**config.mk**
```make
export PLATFORM = sky130hd
export DESIGN_NAME = btcd_cell
export DESIGN_NICKNAME = d
export VERILOG_FILES = /design/src/hw/rtl/btcd_pkg.sv /design/src/hw/rtl/btcd_cell.sv
export SDC_FILE = /design/constraint.sdc
export NUM_CORES = 2
export LEC_CHECK = 0
export ABC_AREA = 0
export BUFFER_PORTS_ARGS = -buffer_cell sky130_fd_sc_hd__buf_2
export CAP_MARGIN = 0
export CORE_MARGIN = 4
export CORE_UTILIZATION = 57
export CTS_BUF_LIST = sky130_fd_sc_hd__clkbuf_4 sky130_fd_sc_hd__clkbuf_8 sky130_fd_sc_hd__clkbuf_16
export CTS_CLUSTER_DIAMETER = 80
export DETAILED_ROUTE_END_ITERATION = 12
export GPL_TIMING_DRIVEN = 0
export PLACE_DENSITY = 0.89
export SLEW_MARGIN = 20
export SYNTH_ARGS = -nofsm -noshare
export SYNTH_HDL_FRONTEND = slang
export SYNTH_SLANG_ARGS = --single-unit
```
**constraint.sdc**
```tcl
create_clock -name clk -period 10.8 [get_ports clk]
set_input_delay 2.16 -clock clk [delete_from_list [all_inputs] [get_ports clk]]
set_output_delay 2.16 -clock clk [all_outputs]
set_load 0.01 [all_outputs]
```
**src/hw/rtl/btcd_pkg.sv**
```systemverilog
// ----------------------------------------------------------------------------
// btcd_pkg
// Shared types, codes and widths of the blob tracker.
// ----------------------------------------------------------------------------
`timescale 1ns / 1ps

package btcd_pkg;

	localparam int DEF_RECORD_COUNT  = 16;
	localparam int DEF_CONFIRM_LEVEL = 5;

	localparam int CONF_W = 3;
	localparam int POS_W  = 16;
	localparam int EXP_W  = 18;
	localparam int R_W    = 17;
	localparam int R2_W   = 34;
	localparam int D2_W   = 35;
	localparam int ID_W   = 16;
	localparam int CLS_W  = 8;

	localparam logic [R_W-1:0] CLICK_RADIUS_RST = 17'd4588;
	localparam logic [R_W-1:0] DRAG_RADIUS_RST  = 17'd9830;

	localparam logic [1:0] KIND_CLICK     = 2'd0;
	localparam logic [1:0] KIND_DRAG_NEW  = 2'd1;
	localparam logic [1:0] KIND_DRAG_CONT = 2'd2;
	localparam logic [1:0] KIND_DRAG_OFF  = 2'd3;

	localparam logic [1:0] CMD_START = 2'd0;
	localparam logic [1:0] CMD_POINT = 2'd1;
	localparam logic [1:0] CMD_END   = 2'd2;

	localparam logic CFG_CLICK = 1'b0;

	localparam logic [2:0] OP_NONE    = 3'd0;
	localparam logic [2:0] OP_START   = 3'd1;
	localparam logic [2:0] OP_CALC    = 3'd2;
	localparam logic [2:0] OP_DECAY   = 3'd3;
	localparam logic [2:0] OP_BUMP    = 3'd4;
	localparam logic [2:0] OP_TODRAG  = 3'd5;
	localparam logic [2:0] OP_DRAGUPD = 3'd6;
	localparam logic [2:0] OP_OPEN    = 3'd7;

	typedef struct packed {
		logic [2:0]       op;
		logic [POS_W-1:0] px;
		logic [POS_W-1:0] py;
		logic [CLS_W-1:0] cls;
		logic [ID_W-1:0]  ident;
		logic [1:0]       open_kind;
	} bus_t;

	typedef struct packed {
		logic [ID_W-1:0]   ident;
		logic [1:0]        kind;
		logic [POS_W-1:0]  cur_x;
		logic [POS_W-1:0]  cur_y;
		logic [POS_W-1:0]  org_x;
		logic [POS_W-1:0]  org_y;
		logic [CLS_W-1:0]  cls;
		logic [CONF_W-1:0] conf;
	} rec_t;

endpackage

```
**src/hw/rtl/btcd_cell.sv**
```systemverilog
// ----------------------------------------------------------------------------
// btcd_cell
// One track record: holds its state, computes its distance to the point and
// passes the running nearest and first-free search on to the next cell.
// ----------------------------------------------------------------------------
`timescale 1ns / 1ps

module btcd_cell #(
	parameter int RECORD_COUNT  = 16,
	parameter int CONFIRM_LEVEL = 5,
	localparam int IDX_W = (RECORD_COUNT > 1) ? $clog2(RECORD_COUNT) : 1
) (
	input  logic                      clk,
	input  logic                      arst_n,
	input  logic [IDX_W-1:0]          my_idx,
	input  btcd_pkg::bus_t            bus,
	input  logic [IDX_W-1:0]          sel_idx,
	input  logic                      tin_found,
	input  logic [btcd_pkg::D2_W-1:0] tin_best,
	input  logic [IDX_W-1:0]          tin_idx,
	input  logic [1:0]                tin_kind,
	input  logic                      tin_free_found,
	input  logic [IDX_W-1:0]          tin_free_idx,
	output logic                      tout_found,
	output logic [btcd_pkg::D2_W-1:0] tout_best,
	output logic [IDX_W-1:0]          tout_idx,
	output logic [1:0]                tout_kind,
	output logic                      tout_free_found,
	output logic [IDX_W-1:0]          tout_free_idx,
	output btcd_pkg::rec_t            rec,
	output logic                      emit
);
	import btcd_pkg::*;

	logic [CONF_W-1:0] conf_q;
	logic              valid_q;
	logic              handled_q;
	logic [1:0]        kind_q;
	logic [ID_W-1:0]   ident_q;
	logic [POS_W-1:0]  org_x_q, org_y_q, cur_x_q, cur_y_q;
	logic [EXP_W-1:0]  exp_x_q, exp_y_q;
	logic [CLS_W-1:0]  cls_q;
	logic [D2_W-1:0]   d2_q;
	logic              emit_q;

	logic              sel, cand, take, take_free;
	logic [EXP_W:0]    dx, dy, ax, ay;
	logic [R2_W-1:0]   sqx, sqy;
	logic [D2_W-1:0]   d2;
	logic [CONF_W-1:0] conf_bump, conf_dec;
	logic              valid_bump;
	logic [EXP_W:0]    ex_new, ey_new;

	assign sel = (sel_idx == my_idx);

	// distance from the expected position, exact
	assign dx  = {exp_x_q[EXP_W-1], exp_x_q} - {3'b000, bus.px};
	assign dy  = {exp_y_q[EXP_W-1], exp_y_q} - {3'b000, bus.py};
	assign ax  = dx[EXP_W] ? -dx : dx;
	assign ay  = dy[EXP_W] ? -dy : dy;
	assign sqx = ax[R_W-1:0] * ax[R_W-1:0];
	assign sqy = ay[R_W-1:0] * ay[R_W-1:0];
	assign d2  = {1'b0, sqx} + {1'b0, sqy};

	assign cand      = (conf_q != '0) && !handled_q;
	assign take      = cand && (!tin_found || (d2_q < tin_best));
	assign take_free = !tin_free_found && (conf_q == '0);

	assign conf_bump  = (conf_q < CONF_W'(CONFIRM_LEVEL)) ? conf_q + 1'b1 : conf_q;
	assign valid_bump = valid_q || (conf_bump == CONF_W'(CONFIRM_LEVEL));
	assign conf_dec   = conf_q - 1'b1;

	// extrapolate: 2*point - old current
	assign ex_new = {2'b00, bus.px, 1'b0} - {3'b000, cur_x_q};
	assign ey_new = {2'b00, bus.py, 1'b0} - {3'b000, cur_y_q};

	always_ff @(posedge clk or negedge arst_n) begin
		if (!arst_n) begin
			tout_found      <= 1'b0;
			tout_free_found <= 1'b0;
		end else begin
			tout_found      <= tin_found || take;
			tout_free_found <= tin_free_found || take_free;
		end
	end

	always_ff @(posedge clk) begin
		tout_best     <= take ? d2_q : tin_best;
		tout_idx      <= take ? my_idx : tin_idx;
		tout_kind     <= take ? kind_q : tin_kind;
		tout_free_idx <= take_free ? my_idx : tin_free_idx;
		if (bus.op == OP_CALC) begin
			d2_q <= d2;
		end
	end

	always_ff @(posedge clk or negedge arst_n) begin
		if (!arst_n) begin
			conf_q    <= '0;
			valid_q   <= 1'b0;
			handled_q <= 1'b0;
			kind_q    <= KIND_CLICK;
			ident_q   <= '0;
			org_x_q   <= '0;
			org_y_q   <= '0;
			cur_x_q   <= '0;
			cur_y_q   <= '0;
			exp_x_q   <= '0;
			exp_y_q   <= '0;
			cls_q     <= '0;
			emit_q    <= 1'b0;
		end else begin
			case (bus.op)
				OP_START: begin
					handled_q <= 1'b0;
					if (valid_q && kind_q == KIND_DRAG_NEW) begin
						kind_q <= KIND_DRAG_CONT;
					end
				end
				OP_DECAY: begin
					emit_q <= (conf_q != '0) && valid_q;
					if (cand) begin
						conf_q <= conf_dec;
						if (conf_dec == '0 && kind_q == KIND_DRAG_CONT) begin
							kind_q <= KIND_DRAG_OFF;
						end
					end
				end
				OP_BUMP: begin
					if (sel) begin
						conf_q    <= conf_bump;
						valid_q   <= valid_bump;
						handled_q <= 1'b1;
					end
				end
				OP_TODRAG: begin
					if (sel) begin
						conf_q    <= conf_bump;
						valid_q   <= valid_bump;
						handled_q <= 1'b1;
						kind_q    <= KIND_DRAG_NEW;
						org_x_q   <= bus.px;
						org_y_q   <= bus.py;
						cur_x_q   <= bus.px;
						cur_y_q   <= bus.py;
						exp_x_q   <= {2'b00, bus.px};
						exp_y_q   <= {2'b00, bus.py};
					end
				end
				OP_DRAGUPD: begin
					if (sel) begin
						conf_q    <= conf_bump;
						valid_q   <= valid_bump;
						handled_q <= 1'b1;
						org_x_q   <= cur_x_q;
						org_y_q   <= cur_y_q;
						cur_x_q   <= bus.px;
						cur_y_q   <= bus.py;
						exp_x_q   <= ex_new[EXP_W-1:0];
						exp_y_q   <= ey_new[EXP_W-1:0];
					end
				end
				OP_OPEN: begin
					if (sel) begin
						conf_q    <= CONF_W'(1);
						valid_q   <= 1'b0;
						handled_q <= 1'b1;
						kind_q    <= bus.open_kind;
						ident_q   <= bus.ident;
						org_x_q   <= bus.px;
						org_y_q   <= bus.py;
						cur_x_q   <= bus.px;
						cur_y_q   <= bus.py;
						exp_x_q   <= {2'b00, bus.px};
						exp_y_q   <= {2'b00, bus.py};
						cls_q     <= bus.cls;
					end
				end
				default: begin
				end
			endcase
		end
	end

	assign rec = '{ident: ident_q, kind: kind_q, cur_x: cur_x_q, cur_y: cur_y_q,
		org_x: org_x_q, org_y: org_y_q, cls: cls_q, conf: conf_q};
	assign emit = emit_q;

endmodule

```
## Word-level counts from Yosys, hierarchy flattened

Index checks and enable logic that the tools add are counted.

| storage, ports and cells | value |
|---|---|
| input bits | 118 |
| logic and storage cells | 119 |
| bits in registers | 214 |

| cells by class | value |
|---|---|
| order comparisons | 2 |
| add/sub/neg operators | 9 |
| multiplexer cells | 34 |
| equal/unequal tests | 20 |
| reductions and logical operators | 32 |
| $mul | 2 |

Operators by type and width:

| operator | count |
|---|---|
| $mux W18 | 4 |
| $pmux W18 S2 | 2 |
| $mul A17 B17 Y34 | 2 |
| $mux W16 | 4 |
| $pmux W16 S2 | 2 |
| $sub A18 B17 Y19 | 2 |
| $sub A17 B16 Y18 | 2 |
| $add A34 B34 Y35 | 1 |
| $lt A35 B35 Y1 | 1 |
| $mux W35 | 1 |
| $mux W17 | 2 |
| $neg A17 Y17 | 2 |
| $eq A3 B3 Y1 const B | 5 |
| $mux W2 | 6 |
| $mux W3 | 4 |
| $ne A2 B2 Y1 const B | 6 |
| $pmux W3 S3 | 1 |
| $mux W4 | 2 |
| $pmux W2 S4 | 1 |
| $eq A3 B2 Y1 const B | 2 |
| $logic_and A1 B1 Y1 | 6 |
| $logic_not A3 Y1 | 2 |
| $ne A2 B1 Y1 const B | 3 |
| $reduce_and A2 Y1 | 3 |
| other kinds (20) | 33 |

## Logic depth before layout (Yosys ltp)

| depth | value |
|---|---|
| depth in word-level cells | 6 |
| mapped depth | 42 |
| gate-level depth less buffers | 41 |

## Worst setup path before layout

OpenSTA, ideal clock, no wires.

| timing | value |
|---|---|
| path type | input-to-reg |
| start | in bus[42] (netlist name) |
| end | reg d2_q[34], data pin |
| stages | 39 |
| library setup time | 268 ps |
| slack | -993 ps |
| path buffers | 3 |
| arrival | 11525 ps |
| data required time | 10532 ps |
| path through | ha_1 fa_1 nor2b_4 o2111a_1 nor4_2 a211o_1 a211o_1 a311o_1 buf_2 nand2_1 xnor2_1 clkbuf_1 clkbuf_1 nor2_1 fa_1 inv_1 fa_1 inv_1 [3 not listed] fa_1 fa_1 inv_1 fa_1 inv_1 fa_1 inv_1 ha_1 a21oi_1 o22ai_1 o21ai_0 nand3_1 o21ai_0 or3_1 a21boi_0 o41a_1 a31o_2 xnor3_1 |

| on the way | value |
|---|---|
| word-level cells in the longest chain between the ends | 5 |

Ends and longest elaborated chain:

| element | line | source |
|---|---|---|
| start: declaration | btcd_cell.sv:16 | `input btcd_pkg::bus_t bus,` |
| $sub A18 B17 Y19 (*) | btcd_cell.sv:57 | `assign dx = {exp_x_q[EXP_W-1], exp_x_q} - {3'b000, bus.px};` |
| $neg A17 Y17 | btcd_cell.sv:59 | `assign ax = dx[EXP_W] ? -dx : dx;` |
| $mux W17 (*) | btcd_cell.sv:59 |  |
| $mul A17 B17 Y34 (*) | btcd_cell.sv:61 | `assign sqx = ax[R_W-1:0] * ax[R_W-1:0];` |
| $add A34 B34 Y35 (*) | btcd_cell.sv:63 | `assign d2 = {1'b0, sqx} + {1'b0, sqy};` |
| net d2[34] | btcd_cell.sv:49 | `logic [D2_W-1:0] d2;` |
| end signal: assignment | btcd_cell.sv:93 | `d2_q <= d2;` |
| end: declaration | btcd_cell.sv:43 | `logic [D2_W-1:0] d2_q;` |

Mark *: on every way through the listed nets, which the timed path passes. The rest lies on a longest branch.
A chain may end at the register's enable or synchronous reset.

## Final worst setup path

Ends and elaborated chain as after synthesis.

==> results.txt <==
status: finished, violations left
failing checks: setup timing
Hold Fails Final Rpt: 0
CP max stage cell: fa_2
max_cap viols: 0
1st-iter DRT viols: 3292
DRC Markers: 0
clock transition at the registers of the reported paths: 0.07 ns
hold slack: 0.485 ns
Crit. End Element: flop
RSZ-0062 raised after global routing: true
antenna viol nets, final: 0
post-synth top area cell: fa_1
crit path max fanout: 6
fin util: 0.701
Root Buffer: clkbuf_16
final instance area: 37200 um2
Synth Register Bits: 212
P&R area growth vs syn: 20.7%
via count: 29100
post-synth cell types: 88
commonest non-fill, non-tap cell in the layout: inv_1
Post-synth EDFFs: 35
# rows: 84
ys flop type: dfrtp_1
internal reg-to-reg setup slack: 0.22 ns
port buffer count: 255
hold buffers post-CTS: 0
most frequent CP cell: fa_1
dpl cell area: 33500 um2
Final setup viols: 16
# IOs: 259
CTS sink count: 212
Net Count, Synth: 4413
largest net degree at the start of global routing: 68
H-tree depth: 1
# fillers: 3553
fin crit period: 11.68 ns
hpwl dp: 75.0 mm
Post-synth ARST share: 0.623
max_slew headroom: 0.423
first-pass GRT wire length: 159 mm
Least-Margin Pin Slew: 0.865 ns
Arr. time, crit path: 11.92 ns
Hold Path Class: reg2reg
CTS tree: built
vias in the first global route: 30200
Fmax: 85.6 MHz
area share of the leading cell type in the synthesized netlist: 0.293
Core Box Area: 53100 um2
WL per Instance: 22.5 um
critical path's largest stage delay: 0.58 ns
top post-synthesis cells by area: fa_1, ha_1, dfrtp_1
YS warnings: 0
First-pass DRT Iterations: 6
Slew Viols, Final: 0
Die Y: 241 um
worst clock skew: 0.0143 ns
DIE WIDTH: 241 um
total congestion overflow: 0
# nets final: 4839
Startpoint Class: primary input
critical path class: in2reg
most frequent cells in the layout: inv_1, fa_1, nand2_1, nor2_1, ha_1
clk_lat worst skew: 0.53 ns
cell area after synthesis: 30800 um2
Mean Syn Cell Area: 8.68 um2
period utilization: 1.08
Gate Count Post-Synth: 3550
drt via density: 6.20
initial antenna violation count: 4
slack of the critical path: -0.876 ns
Final GP Congestion: 0.999
Critical Path RT: 11.05 ns
deepest clock path buffer count: 3
Routed WL: 105 mm
die area: 57900 um2
dpl ws: -2.05 ns
GRT Util Overall: 0.347
cts bufs inserted: 21
sequential area share after synthesis: 0.171
layout cell share with drive strength beyond 1: 0.214
initial core utilization: 0.581
## worst paths after layout
kind                            start     endpoint  cells past startpoint
max reg2reg                org_x_q[0]     d2_q[34]                     37
min                        org_y_q[6]   org_y_q[6]                      2
max in group asynchronous      arst_n   tout_found                      2
min reg2reg                org_y_q[6]   org_y_q[6]                      2
min in group asynchronous      arst_n  cur_x_q[12]                      1
max                           bus[42]     d2_q[34]                     37
## sequential cells by signal (all words and copies together) (netlist names), 16 cells and up
signal,cells
tout_best,35
ident_q,16
exp_y_q,17
org_x_q,16
d2_q,35
cur_y_q,16
exp_x_q,17
cur_x_q,16
org_y_q,16
## synthesized netlist by cell type (7+ instances only)
cell type  count
o2111ai_1      7
edfxtp_1      35
nor2_1       316
buf_1         12
o211ai_1      51
a211oi_1      16
nand2b_1      28
nor3_1        30
o21a_1        20
nand3_1      146
nand4_1       15
clkbuf_1     107
xor2_1        38
or2_2         20
a21oi_1      116
fa_1         451
mux2_2        31
or3_1         11
buf_2         15
ha_1         294
xnor2_1       70
a31oi_1       38
a211o_1       12
and2_1         7
a21o_1        61
and3_1        49
a311o_1        8
dfrtp_1      132
o21ai_0      124
a21boi_0       8
inv_1        726
nand2_1      371
o21bai_1      16
nor2b_1       10
dfxtp_1       45
## per-stage QoR
stage	std cells	setup TNS, ns
after floorplan	3550	-0.494
after global placement	4493	-29.40
final	4683	-6.91
after detailed placement	4497	-31.94
after global routing	4681	-10.93
after CTS	4641	-1.61
## logic make-up after synthesis
family                     count (synthesis)  synth area share
DFF                                      212             0.171
AOI/OAI and AO/OA                        533             0.113
and+or+nand+nor                         1039             0.151
adders and majority gates                745             0.412
xor gates and xnor gates                 110            0.0319
muxes                                     36            0.0134
buffers and inverters                    875             0.108
## critical path: cells and delay by family
kind            cells  cell delay, ns
fa+ha+maj          11            4.99
xor+xnor            2            0.44
simple gates        7            1.28
buf+inv             7            0.69
compound gates     10            2.36
## repair_timing
action / 4_1_cts / 5_1_grt
gates cloned: 1 / 0
setup buffers: 114 / 41
pin swaps: 134 / 109
gates resized for setup: 263 / 155
endpoints found under the setup margin: 24 / 21
## routing by layer
metal  vias to the layer above  wire, um  global-route usage  share of wire
met5                         -        13                   0        0.00012
met3                       713     11900              0.0871           0.11
met4                         2      8960               0.212          0.085
li1                      12200         -                   -              -
met2                      2197     49300               0.579           0.47
met1                     14000     35300               0.406           0.33
## cell type report
| type | count | area (um2) | area share |
|---|---|---|---|
| antenna | 5 | 12.5 | 0.000336 |
| buffer | 131 | 848 | 0.0228 |
| clock buffer | 30 | 637 | 0.0171 |
| clock inverter | 7 | 71.3 | 0.00192 |
| inverter | 735 | 2800 | 0.0752 |
| multi-input combinational | 2463 | 24100 | 0.648 |
| sequential | 212 | 5260 | 0.141 |
| tap | 688 | 861 | 0.0231 |
| timing repair buffer | 412 | 2620 | 0.0705 |
Power is left out: the tool's default activity adds up to more than one toggle a clock period on the data nets, which glitch-free logic cannot reach.
